==> config.mk <==
export PLATFORM = sky130hd
export DESIGN_NAME = token_position_record_encoder_unit_flat
export DESIGN_NICKNAME = d
export VERILOG_FILES = /design/src/sv/tpre_pkg.sv /design/src/sv/tpre_in_if.sv /design/src/sv/tpre_out_if.sv /design/src/sv/tpre_pack.sv /design/src/sv/token_position_record_encoder_unit.sv /design/src/flat_wrapper.sv
export SDC_FILE = /design/constraint.sdc
export NUM_CORES = 1
export LEC_CHECK = 0
export ABC_AREA = 0
export BUFFER_PORTS_ARGS = -buffer_cell sky130_fd_sc_hd__buf_2
export CAP_MARGIN = 10
export CORE_MARGIN = 2
export CORE_UTILIZATION = 50
export CTS_CLUSTER_DIAMETER = 50
export DETAILED_ROUTE_END_ITERATION = 8
export HOLD_SLACK_MARGIN = 0.05
export PLACE_DENSITY = 0.7
export RECOVER_POWER = 50
export SLEW_MARGIN = 40
export SYNTH_ARGS = -nofsm -noshare
export SYNTH_HDL_FRONTEND = slang
export SYNTH_SLANG_ARGS = --single-unit
==> constraint.sdc <==
create_clock -name clk -period 9.7 [get_ports clk]
set_input_delay 0 -clock clk [delete_from_list [all_inputs] [get_ports clk]]
set_output_delay 0 -clock clk [all_outputs]
set_load 0.1 [all_outputs]
==> src/sv/tpre_pkg.sv <==
// ----------------------------------------------------------------------------
// tpre_pkg
// Shared widths, types and sizes for the token position record encoder.
// ----------------------------------------------------------------------------
package tpre_pkg;

  localparam int CODE_W    = 16;
  localparam int POS_W     = 22;
  localparam int BYTE_W    = 8;
  localparam int MAX_BYTES = 11;
  localparam int BUF_W     = MAX_BYTES * BYTE_W;
  localparam int CNT_W     = 4;

  typedef logic [CODE_W-1:0] code_t;
  typedef logic [POS_W-1:0]  pos_t;
  typedef logic [BYTE_W-1:0] byte_t;
  typedef logic [CNT_W-1:0]  cnt_t;

  // One input record.
  typedef struct packed {
    code_t token_code;
    pos_t  file_index;
    pos_t  line_number;
    pos_t  column_number;
  } record_t;

  // Serialized record: first byte in the low bits, count of valid bytes.
  typedef struct packed {
    logic [BUF_W-1:0] bytes;
    cnt_t             count;
  } packed_rec_t;

endpackage

==> src/sv/tpre_in_if.sv <==
// ----------------------------------------------------------------------------
// tpre_in_if
// Record channel: valid/ready handshake with one token record per beat.
// ----------------------------------------------------------------------------
interface tpre_in_if;
  logic           valid;
  logic           ready;
  tpre_pkg::code_t token_code;
  tpre_pkg::pos_t  file_index;
  tpre_pkg::pos_t  line_number;
  tpre_pkg::pos_t  column_number;

  modport source (
    output valid, token_code, file_index, line_number, column_number,
    input  ready
  );
  modport sink (
    input  valid, token_code, file_index, line_number, column_number,
    output ready
  );
endinterface

==> src/sv/tpre_out_if.sv <==
// ----------------------------------------------------------------------------
// tpre_out_if
// Byte channel: valid/ready handshake with one serialized byte per beat.
// ----------------------------------------------------------------------------
interface tpre_out_if;
  logic           valid;
  logic           ready;
  tpre_pkg::byte_t out_byte;
  logic           last_byte;

  modport source (
    output valid, out_byte, last_byte,
    input  ready
  );
  modport sink (
    input  valid, out_byte, last_byte,
    output ready
  );
endinterface

==> src/sv/tpre_pack.sv <==
// ----------------------------------------------------------------------------
// tpre_pack
// Builds the full byte image of one record: two code bytes, then the three
// position values as varints (7-bit groups, 8-bit third byte), packed back to back.
// ----------------------------------------------------------------------------
module tpre_pack (
  input  tpre_pkg::record_t     rec,
  output tpre_pkg::packed_rec_t pck
);

  typedef struct packed {
    logic [23:0] bytes;
    logic [1:0]  len;
  } varint_t;

  function automatic varint_t encode_pos(input tpre_pkg::pos_t v);
    varint_t r;
    if (v[21:7] == 15'd0) begin
      r.bytes = {17'd0, v[6:0]};
      r.len   = 2'd1;
    end else if (v[21:14] == 8'd0) begin
      r.bytes = {9'd0, v[13:7], 1'b1, v[6:0]};
      r.len   = 2'd2;
    end else begin
      r.bytes = {v[21:14], 1'b1, v[13:7], 1'b1, v[6:0]};
      r.len   = 2'd3;
    end
    return r;
  endfunction

  varint_t    file_v;
  varint_t    line_v;
  varint_t    col_v;
  logic [6:0] line_off;
  logic [6:0] col_off;

  always_comb begin
    file_v = encode_pos(rec.file_index);
    line_v = encode_pos(rec.line_number);
    col_v  = encode_pos(rec.column_number);

    // Bit offsets of the line and column fields inside the byte image.
    line_off = 7'd16 + {2'b00, file_v.len, 3'b000};
    col_off  = line_off + {2'b00, line_v.len, 3'b000};

    pck.bytes = {{(tpre_pkg::BUF_W - 16){1'b0}}, rec.token_code}
              | ({{(tpre_pkg::BUF_W - 24){1'b0}}, file_v.bytes} << 16)
              | ({{(tpre_pkg::BUF_W - 24){1'b0}}, line_v.bytes} << line_off)
              | ({{(tpre_pkg::BUF_W - 24){1'b0}}, col_v.bytes} << col_off);
    pck.count = 4'd2 + {2'b00, file_v.len} + {2'b00, line_v.len} + {2'b00, col_v.len};
  end

endmodule

==> src/sv/token_position_record_encoder_unit.sv <==
// ----------------------------------------------------------------------------
// token_position_record_encoder_unit
// Serializes token records into a byte stream with a last-byte marker.
// ----------------------------------------------------------------------------
//
//   Channel   Direction  Beat contents
//   in_rec    sink       token_code, file_index, line_number, column_number
//   out_rec   source     out_byte, last_byte (set on a record's final byte)
//
// A record is 5 to 11 bytes, sent one at a time on the single byte-wide
// output port. The next record waits in the input register and is packed and
// loaded into the shift buffer in the cycle its predecessor's last byte is
// taken, so bytes flow with no gap. An accepted record goes through the input
// register, then the shift buffer, to the port. Reset clears the valid flag
// and the byte count only. out_rec.ready low holds the current byte; the
// input register still takes one record ahead, then in_rec.ready stays low.
// ----------------------------------------------------------------------------
module token_position_record_encoder_unit (
  input logic       clk,
  input logic       rst_n,
  tpre_in_if.sink   in_rec,
  tpre_out_if.source out_rec
);

  tpre_pkg::record_t     rec_r;
  logic                  rec_vld_r;
  tpre_pkg::packed_rec_t pck;
  logic [tpre_pkg::BUF_W-1:0] buf_r;
  tpre_pkg::cnt_t        left_r;

  logic in_fire;
  logic out_fire;
  logic ser_free;
  logic load;

  tpre_pack u_pack (
    .rec (rec_r),
    .pck (pck)
  );

  assign out_fire = out_rec.valid && out_rec.ready;
  assign ser_free = (left_r == '0) || (out_fire && (left_r == 4'd1));
  assign load     = rec_vld_r && ser_free;
  assign in_rec.ready = !rec_vld_r || load;
  assign in_fire  = in_rec.valid && in_rec.ready;

  assign out_rec.valid     = (left_r != '0);
  assign out_rec.out_byte  = buf_r[tpre_pkg::BYTE_W-1:0];
  assign out_rec.last_byte = (left_r == 4'd1);

  always_ff @(posedge clk) begin
    if (!rst_n) begin
      rec_vld_r <= 1'b0;
    end else if (in_fire) begin
      rec_vld_r <= 1'b1;
    end else if (load) begin
      rec_vld_r <= 1'b0;
    end
  end

  always_ff @(posedge clk) begin
    if (in_fire) begin
      rec_r.token_code    <= in_rec.token_code;
      rec_r.file_index    <= in_rec.file_index;
      rec_r.line_number   <= in_rec.line_number;
      rec_r.column_number <= in_rec.column_number;
    end
  end

  always_ff @(posedge clk) begin
    if (!rst_n) begin
      left_r <= '0;
    end else if (load) begin
      left_r <= pck.count;
    end else if (out_fire) begin
      left_r <= left_r - 4'd1;
    end
  end

  // The byte on the port is always the low byte; each beat shifts the rest down.
  always_ff @(posedge clk) begin
    if (load) begin
      buf_r <= pck.bytes;
    end else if (out_fire) begin
      buf_r <= buf_r >> tpre_pkg::BYTE_W;
    end
  end

endmodule

==> src/flat_wrapper.sv <==
// flat-port wrapper written by rule: the top's interface ports become plain ports
module token_position_record_encoder_unit_flat 
  (clk, rst_n, in_rec_valid, in_rec_token_code, in_rec_file_index, in_rec_line_number, in_rec_column_number, in_rec_ready, out_rec_valid, out_rec_out_byte, out_rec_last_byte, out_rec_ready);
  tpre_in_if in_rec_i ();
  tpre_out_if out_rec_i ();
  input logic clk;
  input logic rst_n;
  input wire logic [$bits(in_rec_i.valid)-1:0] in_rec_valid;
  input wire logic [$bits(in_rec_i.token_code)-1:0] in_rec_token_code;
  input wire logic [$bits(in_rec_i.file_index)-1:0] in_rec_file_index;
  input wire logic [$bits(in_rec_i.line_number)-1:0] in_rec_line_number;
  input wire logic [$bits(in_rec_i.column_number)-1:0] in_rec_column_number;
  output wire logic [$bits(in_rec_i.ready)-1:0] in_rec_ready;
  output wire logic [$bits(out_rec_i.valid)-1:0] out_rec_valid;
  output wire logic [$bits(out_rec_i.out_byte)-1:0] out_rec_out_byte;
  output wire logic [$bits(out_rec_i.last_byte)-1:0] out_rec_last_byte;
  input wire logic [$bits(out_rec_i.ready)-1:0] out_rec_ready;
  assign in_rec_i.valid = in_rec_valid;
  assign in_rec_i.token_code = in_rec_token_code;
  assign in_rec_i.file_index = in_rec_file_index;
  assign in_rec_i.line_number = in_rec_line_number;
  assign in_rec_i.column_number = in_rec_column_number;
  assign in_rec_ready = in_rec_i.ready;
  assign out_rec_valid = out_rec_i.valid;
  assign out_rec_out_byte = out_rec_i.out_byte;
  assign out_rec_last_byte = out_rec_i.last_byte;
  assign out_rec_i.ready = out_rec_ready;
  token_position_record_encoder_unit u_core (.clk(clk), .rst_n(rst_n), .in_rec(in_rec_i), .out_rec(out_rec_i));
endmodule
==> results of run 1 <==
-- cells in the mapped netlist (15+ instances only) --
master    count  area share [%]
a21oi_1      41             2.4
a31oi_1      39             2.9
clkbuf_1     37             1.6
edfxtp_1    170              60
inv_1        26             1.2
mux2i_1      16             1.9
nand2_1      74             3.3
nand3_1      24             1.4
nor2_1       59             2.6
nor3_1       15            0.89
o21ai_0      51             3.0
o221ai_1     15             1.6
-- placed cells by master (no fill, tap or decap), drive strengths merged, types with 3 or more instances in the layout --
cell type    count
a21boi           4
a21oi           41
a221oi          11
a222oi           7
a22o            14
a31oi           39
a41oi            8
buf             89
clkbuf          37
clkinv          10
dfxtp            5
dlygate4sd3     85
edfxtp         170
ha               9
inv             30
mux2             8
mux2i           17
nand2           74
nand3           25
nand3b           9
nor2            59
nor2b            8
nor3            15
nor4             7
o21ai           52
o221ai          15
or3              9
or4             10
xnor2            3
-- path summary, 6_finish.rpt --
kind | cells past startpoint | endpoint | slack, ns
max | 6 | u_core.buf_r[77] | 4.12
min | 2 | u_core.rec_r[13] | 0.27
max reg2reg | 6 | u_core.buf_r[77] | 4.12
min reg2reg | 2 | u_core.left_r[1] | 0.50
-- sequential cells by signal, indices dropped and copies added (netlist names) --
signal,count
u_core.buf_r,88
u_core.rec_r,82
u_core.left_r,4
u_core.rec_vld_r,1
-- routing by layer --
| layer | track usage (%) | wire length, um |
|---|---|---|
| met5 | 0 | 0 |
| met2 | 45.44 | 11980 |
| met1 | 37.92 | 9864 |
| met4 | 9.415 | 826 |
| met3 | 5.631 | 2004 |
-- final cells by class --
class                   count  area (um2)  share of cell area (%)
well taps                 220       275.3                   2.622
flip-flops and latches    175        5205                   49.58
repair buffers            193        1411                   13.44
multi-input cells         471        2959                   28.19
clock buffers              18       429.2                   4.088
clock inverters            14       116.4                   1.108
inverters                  27       101.3                  0.9654
-- metrics by stage --
stage | utilization [%] | worst slack [ns]
detailed placement | 55.17 | 5.642
global placement | 54.68 | 5.515
finish | 63.30 | 4.118
floorplan | - | 4.181
global route | 63.30 | 3.650
CTS | 63.59 | 5.634
-- worst max-delay path, stage by stage, from the launching register on --
cell	delay [ns]
dfxtp_1	0.35
inv_1	0.09
ha_1	0.17
or3b_2	0.48
mux2i_1	0.24
inv_2	0.08
clkbuf_1	3.52
-- cells by family (layout without fill, tap and decap cells) --
family          Yosys count  in the layout  share of synthesized area [%]
compound gates          204            204                          15.74
xor+xnor                  5              5                         0.5175
fa+ha+maj                11             11                          1.803
buf+inv                  83            252                          4.257
flops                   175            175                          61.49
mux                      25             25                          3.222
simple gates            226            226                          12.96
-- power groups by stage --
| stage | combinational [W] | sequential, W | clock, W |
|---|---|---|---|
| floorplan | 0.000646 | 0.00132 | 0 |
| global placement | 0.000800 | 0.00136 | 0 |
| detailed placement | 0.000828 | 0.00137 | 0 |
| CTS | 0.000858 | 0.00135 | 0.000651 |
| global route | 0.000927 | 0.00141 | 0.000683 |
| finish | 0.000849 | 0.00139 | 0.000648 |
==> run summary, run 1 <==
DRC violations left - 0
aggregate global routing overflow - 0
num ports - 97
Port Buf Inserts - 96
number of flops mapped to enable cells by yosys - 170
Die Ht - 134.1 um
status - finished, violations left
DPL Wire Length - 16240 um
first-pass detailed-route iteration total - 6
Placer Congestion - 0.9087
hold buffers post-CTS - 85
Sw Share - 36.34%
Setup Skew - 0.008200 ns
Clk pwr share - 22.4%
hold wc startpoint - in_rec_column_number[13]
post-CTS setup buffers - 0
initial DRC count - 883
Async SR Flop Fraction - 0%
fmax - 179.1 MHz
Synth Net Count - 826
die area - 17990 um2
wire length per cell - 22.07 um
Syn Inst Count - 729
RSZ-0062 raised after global routing - no
initial core utilization - 51.04%
syn avg cell area - 11.61 um2
worst setup path startpoint - u_core.left_r[0]
highest fanout seen on the critical path - 89
Netlist Area Pre-Place - 8464 um2
routed wire length - 24680 um
number of max-cap violations - 3
Data required, critical path - 9.60 ns
# resized after CTS - 0
vias in the first global route - 6728
combinational share of power - 29.4%
Worst-Skew Late Latency - 0.43 ns
clock buffer count from CTS - 17
post-route cell area - 10500 um2
Non-Filler Instances - 1118
pin count of the biggest net entering global routing - 106
min-delay worst type - input pin to flip-flop
Placed Instances - 1001
Post-DP Area - 9149 um2
Pint - 0.001839 W
final hold slack - 0.2702 ns
endpoints failing hold - 0
global-route wire length before repair - 37810 um
number of synthesized register bits - 175
final setup TNS - 0 ns
beginning of the worst register-to-register path - u_core.left_r[0]
Top FF cell, synth - edfxtp_1
H-Tree Depth - 4
critical path type - flip-flop to flip-flop
Post-DRT Antenna Nets - 0
library cells used by synthesis - 54
vias per std cell - 6.285
worst slew margin relative to its limit - -239.8%
Reg power frac - 48.2%
Tot Pwr - 0.002889 W
initial antenna violation count - 0
minimum clock period - 5.582 ns
Area Overhead vs Synth - 24.02%
CTS tree - built
final setup fails - 0
Slew @ Worst Pin - 5.097 ns
core box area - 16580 um2
P_sw - 0.001050 W
total track usage - 27.95%
fillers - 1369
via count - 7027
Crit. End Element - flip-flop
Startpoint Class - flip-flop
sequential area share after synthesis - 61.49%
layout cell share with drive strength beyond 1 - 15.37%
die extent in x - 134.1 um
CTS root buffer - clkbuf_16
Worst VDD drop - 0.2919 mV
P per Cell Area - 275.2 nW/um2
Bufs on Longest Clock Path - 2
CTS Sinks - 175
final period utilization - 57.55%
failing checks - max-capacitance violations, max-slew violations
Synth Warn # - 0
clock-pin transition on the worst setup and hold timing paths - 0.06 ns
Final Max Tran Viols - 175
ANT cells - 0
NumNets Final - 982
Site Rows - 47
critical path data arrival time - 5.49 ns
Leak - 3.796 nW
Power figures use the tool's default switching activity.
==> run 2, diff against run 1 <==
- ABC_AREA: 0 -> 1
- PLACE_DENSITY: 0.7 -> 0.72
- clock period: 9.7 -> 5.1 ns (I/O delays scaled with it)
==> run 2 against run 1 <==
Sequential share of layout area down 2.4 points. Utilization is 1.9 points lower. Non-clock buffer count is 1 higher. The run still ends with max-capacitance violations, max-slew violations left. Critical endpoint is now u_core.rec_r[4]. Worst setup slack worse by 3.0 ns. Synthesized area is 7.8% higher. First-iteration DRC count grew 5.7%. Sequential power increased by 83%. Power rose by 95%. Clock power is 98% higher.
==> run summary, run 2 <==
status - finished, violations left
failing checks - max-capacitance violations, max-slew violations
final period utilization - 77.90% (+20 points)
Crit. End Element - flip-flop
DPL Wire Length - 17030 um (+4.9%)
H-Tree Depth - 4 (unchanged)
pre-CTS setup slack - 1.324 ns (-4.317 ns)
minimum clock period - 3.973 ns (-1.609 ns)
P_sw - 0.002085 W (+99%)
post-CTS setup buffers - 0 (unchanged)
Final WS setup - 1.127 ns (-2.991 ns)
Port Buf Inserts - 96 (unchanged)
final setup fails - 0 (unchanged)
number of flops mapped to enable cells by yosys - 170 (unchanged)
combinational share of power - 32.2% (+2.8 points)
critical path data arrival time - 4.10 ns (-1.39 ns)
fmax - 251.7 MHz (+40%)
via count - 7530 (+7.2%)
Synth area leaders - edfxtp_1, nand2_1, nand3_1, nor2_1, inv_1
final core occ - 61.38% (-1.9 points)
clock buffer count from CTS - 17 (unchanged)
Die Ht - 139.1 um (+3.7%)
layout cell share with drive strength beyond 1 - 14.00% (-1.4 points)
Worst-Skew Late Latency - 0.44 ns (about the same)
Startpoint Class - flip-flop
Site Rows - 49 (+4.3%)
Reg power frac - 45.1% (-3.1 points)
first-pass detailed-route iteration total - 6 (unchanged)
clock-pin transition on the worst setup and hold timing paths - 0.07 ns (about the same)
Synth Net Count - 1087 (+32%)
most frequent cells in the layout - nand2_1, edfxtp_1, nor2_1, nand3_1, dlygate4sd3_1
Data required, critical path - 5.23 ns (-4.37 ns)
vias in the first global route - 7176 (+6.7%)
endpoints failing hold - 0 (unchanged)
max FFs per register - 88 (unchanged)
Top FF cell, synth - edfxtp_1
CTS tree - built
Setup Skew - 0.01005 ns (+0.001850 ns)
Pint - 0.003563 W (+94%)
routed wire length - 25490 um (+3.3%)
count leader, synth - nand2_1
synth cell count leaders - nand2_1, edfxtp_1, nor2_1
aggregate global routing overflow - 0 (unchanged)
CTS root buffer - clkbuf_16
Worst VDD drop - 0.6832 mV (+130%)
P per Cell Area - 512.1 nW/um2 (+86%)
DRC violations left - 0 (unchanged)
final setup TNS - 0 ns (unchanged)
Syn Inst Count - 990 (+36%)
global-route wire length before repair - 39040 um (+3.3%)
vias per std cell - 5.433 (-14%)
Final Max Tran Viols - 49 (-72%)
ANT cells - 0 (unchanged)
worst slew margin relative to its limit - -44.54% (+200 points)
Area Overhead vs Synth - 20.83%
most common cell after layout, fill and taps aside - nand2_1
Synth Warn # - 0 (unchanged)
Most flops, register - u_core.buf_r
core box area - 17960 um2 (+8.3%)
Async SR Flop Fraction - 0% (unchanged)
final hold slack - 0.2640 ns (-0.006262 ns)
Slew @ Worst Pin - 2.156 ns (-2.940 ns)
Placer Congestion - 0.9653 (+6.2%)
Sw Share - 36.91% (+0.57 points)
initial DRC count - 933 (+5.7%)
sequential area share after synthesis - 57.03% (-4.5 points)
leading area contributor after synthesis - edfxtp_1
wire length per cell - 18.39 um (-17%)
min-delay worst type - input pin to flip-flop
initial antenna violation count - 0 (unchanged)
Bufs on Longest Clock Path - 2 (unchanged)
total track usage - 26.34% (-1.6 points)
Post-DRT Antenna Nets - 0 (unchanged)
highest fanout seen on the critical path - 48 (-46%)
top flop regs - u_core.buf_r: 88 flops, u_core.rec_r: 82 flops, u_core.left_r: 4 flops
syn avg cell area - 9.218 um2 (-21%)
pin count of the biggest net entering global routing - 63 (-41%)
library cells used by synthesis - 46 (-15%)
RSZ-0062 raised after global routing - no
die area - 19350 um2 (+7.6%)
top cell type's share of synthesized area - 55.94% (-4.4 points)
initial core utilization - 50.80% (-0.24 points)
critical path type - flip-flop to flip-flop
Non-Filler Instances - 1386 (+24%)
NumNets Final - 1242 (+26%)
number of max-cap violations - 1 (-2)
Leak - 4.445 nW (+17%)
Placed Instances - 1270 (+27%)
CTS Sinks - 175 (unchanged)
number of synthesized register bits - 175 (unchanged)
num ports - 97 (unchanged)
Clk pwr share - 22.7% (+0.3 points)
Netlist Area Pre-Place - 9126 um2 (+7.8%)
die extent in x - 139.1 um (+3.7%)
[run 2: path summary, 6_finish.rpt]
kind / startpoint / end / slack, ns / cells after the start
worst min register to register: u_core.buf_r[55] / u_core.buf_r[47] / 0.51 / 2
worst max-delay path: u_core.left_r[0] / u_core.rec_r[4] / 1.13 / 7
worst max register to register: u_core.left_r[0] / u_core.rec_r[4] / 1.13 / 7
worst min-delay path: in_rec_column_number[0] / u_core.rec_r[0] / 0.26 / 2
[run 2: cells by family (layout without fill, tap and decap cells)]
kind of cell,count (synthesis),after routing,share of synthesized area [%]
flops,175,175,57.03
compound gates,115,115,6.992
mux,2,2,0.2194
xor+xnor,3,3,0.2880
fa+ha+maj,11,11,1.673
simple gates,543,543,26.35
buf+inv,141,308,7.444
[run 2: per-stage QoR]
step                      instance area (um2)  power (W)
after floorplan                          9130   0.003935
after global placement                   9637   0.004300
after detailed placement                 9637   0.004341
after CTS                               11050   0.005676
after global routing                    11030   0.005948
final                                   11030   0.005647
[run 2: repair_timing]
action                                 4_1_cts  5_1_grt
resized for setup                            0        0
setup endpoints to repair                    0        0
hold buffers                                85        0
endpoints found under the hold margin       87        0
[run 2: critical path, stage by stage (launching register included)]
cell        delay, ns
dfxtp_1          0.41
inv_1            0.10
ha_1             0.20
nand2_1          0.13
nand3_1          0.14
nand2_1          0.13
clkinvlp_2       1.64
buf_4            0.89
[run 2: metal layers]
| metal | global-route usage, % | part of all wire [%] | up-vias |
|---|---|---|---|
| li1 | - | - | 3621 |
| met1 | 37.09 | 42 | 3438 |
| met2 | 40.58 | 45 | 422 |
| met3 | 5.801 | 10 | 49 |
| met4 | 9.304 | 3.0 | 0 |
| met5 | 0 | 0 | - |
[run 2: cell type report]
| type | count | area [um2] |
|---|---|---|
| fill | 1546 | 6937 |
| clock inverter | 14 | 141.4 |
| sequential | 175 | 5205 |
| inverter | 83 | 314.1 |
| timing repair buffer | 194 | 1415 |
| clock buffer | 17 | 425.4 |
| multi-input combinational | 674 | 3239 |
| tap | 229 | 286.5 |
[run 2: power by group through the flow]
stage / Sequential [W] / Combinational, W / Clock (W)
after global routing: 0.00259 / 0.00199 / 0.00136
after global placement: 0.00255 / 0.00175 / 0
after CTS: 0.00254 / 0.00184 / 0.00130
final: 0.00255 / 0.00182 / 0.00128
after detailed placement: 0.00257 / 0.00178 / 0
after floorplan: 0.00254 / 0.00140 / 0
==> run 3, diff against run 2 <==
- clock period: 5.1 -> 3.2 ns (I/O delays scaled with it)
==> run 3 against run 2 <==
Sequential power up 60%. Sequential share of layout area down 0.59 points. Hold slack better by 0.0014 ns. Via count up 2.1%. Final cell count up 1.2%. Highest routed layer unchanged. Critical path depth up 5. Maximum frequency up 34%. Non-clock buffer count up 16. Largest power group unchanged. Global-route usage up 0.52 points. The run now ends clean. Die area unchanged. Clock-buffer cell count up 2. Clock skew down 0.0018 ns.
==> run summary, run 3 (same netlist as run 2, synthesis figures left out) <==
status - complete, no violations
top flop regs - u_core.buf_r: 88 flops, u_core.rec_r: 82 flops, u_core.left_r: 4 flops
Most flops, register - u_core.buf_r
NumNets Final - 1258 (+1.3%)
multi-input combinational cell area - 3271 um2 (+0.97%)
post-CTS setup buffers - 0 (unchanged)
critical path data arrival time - 3.26 ns (-0.84 ns)
total track usage - 26.86% (+0.52 points)
Slew @ Worst Pin - 1.321 ns (-0.8349 ns)
length in cells of the worst reg-to-reg path - 12 (+5)
P per Cell Area - 808.2 nW/um2 (+58%)
most frequent cells in the layout - nand2_1, edfxtp_1, nor2_1, nand3_1, dlygate4sd3_1
number of max-cap violations - 0 (-1)
Setup Skew - 0.008277 ns (-0.001773 ns)
final setup TNS - 0 ns (unchanged)
die area - 19350 um2 (unchanged)
Worst-Skew Late Latency - 0.44 ns (about the same)
H-Tree Depth - 4 (unchanged)
Worst VDD drop - 1.084 mV (+59%)
fmax - 336.3 MHz (+34%)
routed wire length - 25690 um (+0.77%)
num ports - 97 (unchanged)
min-delay worst type - input pin to flip-flop
aggregate global routing overflow - 0 (unchanged)
final period utilization - 92.94% (+15 points)
Data required, critical path - 3.49 ns (-1.74 ns)
most common cell after layout, fill and taps aside - nand2_1
Crit. End Element - flip-flop
Setup crit end - u_core.buf_r[29]
Bufs on Longest Clock Path - 2 (unchanged)
final setup fails - 0 (unchanged)
worst setup path startpoint - u_core.rec_r[39]
RSZ-0062 raised after global routing - no
Site Rows - 49 (unchanged)
clock-pin transition on the worst setup and hold timing paths - 0.07 ns (about the same)
R2R Path End - u_core.buf_r[29]
vias in the first global route - 7321 (+2.0%)
global-route wire length before repair - 39820 um (+2.0%)
highest fanout seen on the critical path - 21 (-56%)
initial antenna violation count - 0 (unchanged)
Hold Crit Depth - 2 (unchanged)
ANT cells - 0 (unchanged)
Post-DP Area - 9808 um2 (+1.8%)
initial core utilization - 50.80% (unchanged)
Leak - 4.510 nW (+1.5%)
DRC violations left - 0 (unchanged)
core box area - 17960 um2 (unchanged)
via count - 7689 (+2.1%)
pin count of the biggest net entering global routing - 94 (+49%)
Port Buf Inserts - 96 (unchanged)
CTS root buffer - clkbuf_16
fillers - 1495 (-3.3%)
minimum clock period - 2.974 ns (-0.9991 ns)
vias per std cell - 5.480 (+0.87%)
worst slew margin relative to its limit - 11.91% (+56 points)
initial DRC count - 905 (-3.0%)
CTS Sinks - 175 (unchanged)
beginning of the worst register-to-register path - u_core.rec_r[39]
wire length per cell - 18.31 um (-0.45%)
Worst R2R Setup Slack - 0.23 ns (-0.90 ns)
first-pass detailed-route iteration total - 5 (-1)
critical path type - flip-flop to flip-flop
die extent in x - 139.1 um (unchanged)
post-route cell area - 11170 um2 (+1.3%)
Area Overhead vs Synth - 22.36%
Placer Congestion - 0.9232 (-4.4%)
layout cell share with drive strength beyond 1 - 15.16% (+1.2 points)
Reg area - 5205 um2 (unchanged)
CTS tree - built
Final Max Tran Viols - 0 (-100%)
max FFs per register - 88 (unchanged)
Post-DRT Antenna Nets - 0 (unchanged)
clock buffer count from CTS - 17 (unchanged)
endpoints failing hold - 0 (unchanged)
DPL Wire Length - 17550 um (+3.1%)
Die Ht - 139.1 um (unchanged)
Startpoint Class - flip-flop
## run 3: cell types whose count changed in the layout (fill, tap and decap cells not counted), sizes merged
cell    change
bufinv      -1
clkbuf      +6
clkinv      -1
inv         +1
buf        +12
## run 3: worst min-delay path by stage
stage                                   startpoint                to  slack [ns]
after floorplan            in_rec_column_number[0]   u_core.rec_r[0]         0.1
after global placement    in_rec_column_number[20]  u_core.rec_r[20]        0.18
after detailed placement  in_rec_column_number[12]  u_core.rec_r[12]        0.18
after CTS                    in_rec_line_number[4]  u_core.rec_r[26]        0.26
after global routing         in_rec_line_number[4]  u_core.rec_r[26]        0.25
final                        in_rec_line_number[4]  u_core.rec_r[26]        0.27
## run 3: layer usage
metal	up-vias	wire length [um]	track usage, %
li1	3650	-	-
met2	369	11810	41.85
met1	3617	10920	37.49
met4	0	768	9.516
met3	53	2184	5.836
met5	-	0	0
## run 3: report_power, final
| group | internal [W] | switching [W] |
|---|---|---|
| logic | 0.000807 | 0.00216 |
| clock network | 0.00107 | 0.000899 |
| registers | 0.00377 | 0.000312 |
| total | 0.00566 | 0.00337 |
## run 3: metrics by stage
step | hold slack, ns | setup WS, ns | total power, W | cells | utilization (%)
after floorplan | 0.09887 | 0.06724 | 0.006280 | 990 | -
after global placement | 0.1764 | 0.1362 | 0.006966 | 1286 | 54.57
after detailed placement | 0.1781 | 0.1879 | 0.007043 | 1286 | 54.60
after CTS | 0.2558 | 0.1744 | 0.009074 | 1403 | 62.37
after global routing | 0.2544 | 0.04019 | 0.009487 | 1403 | 62.16
final | 0.2654 | 0.2260 | 0.009025 | 1403 | 62.16
## run 3: critical path, cell delays in order, from the launching register on
cell,delay (ns)
edfxtp_1,0.42
nor2_1,0.12
nand2_1,0.07
nor2_1,0.13
nand2_1,0.19
ha_1,0.39
inv_1,0.13
or2_1,0.16
nand2_4,0.13
buf_4,0.24
o21ai_0,0.53
nand2_1,0.13
a21oi_1,0.17
## run 3: final cells by class
cell class,instances,share of cell area [%]
Inverter,83,2.835
Sequential cell,175,46.61
Timing Repair Buffer,210,13.83
Tap cell,229,2.566
Clock inverter,13,0.9972
Clock buffer,19,3.877
Multi-Input combinational cell,674,29.29
## run 3: repair_timing
item | in CTS | in global routing
resized for setup | 0 | 3
hold endpoints to repair | 87 | 0
hold buffers | 85 | 0
setup endpoints to repair | 0 | 10
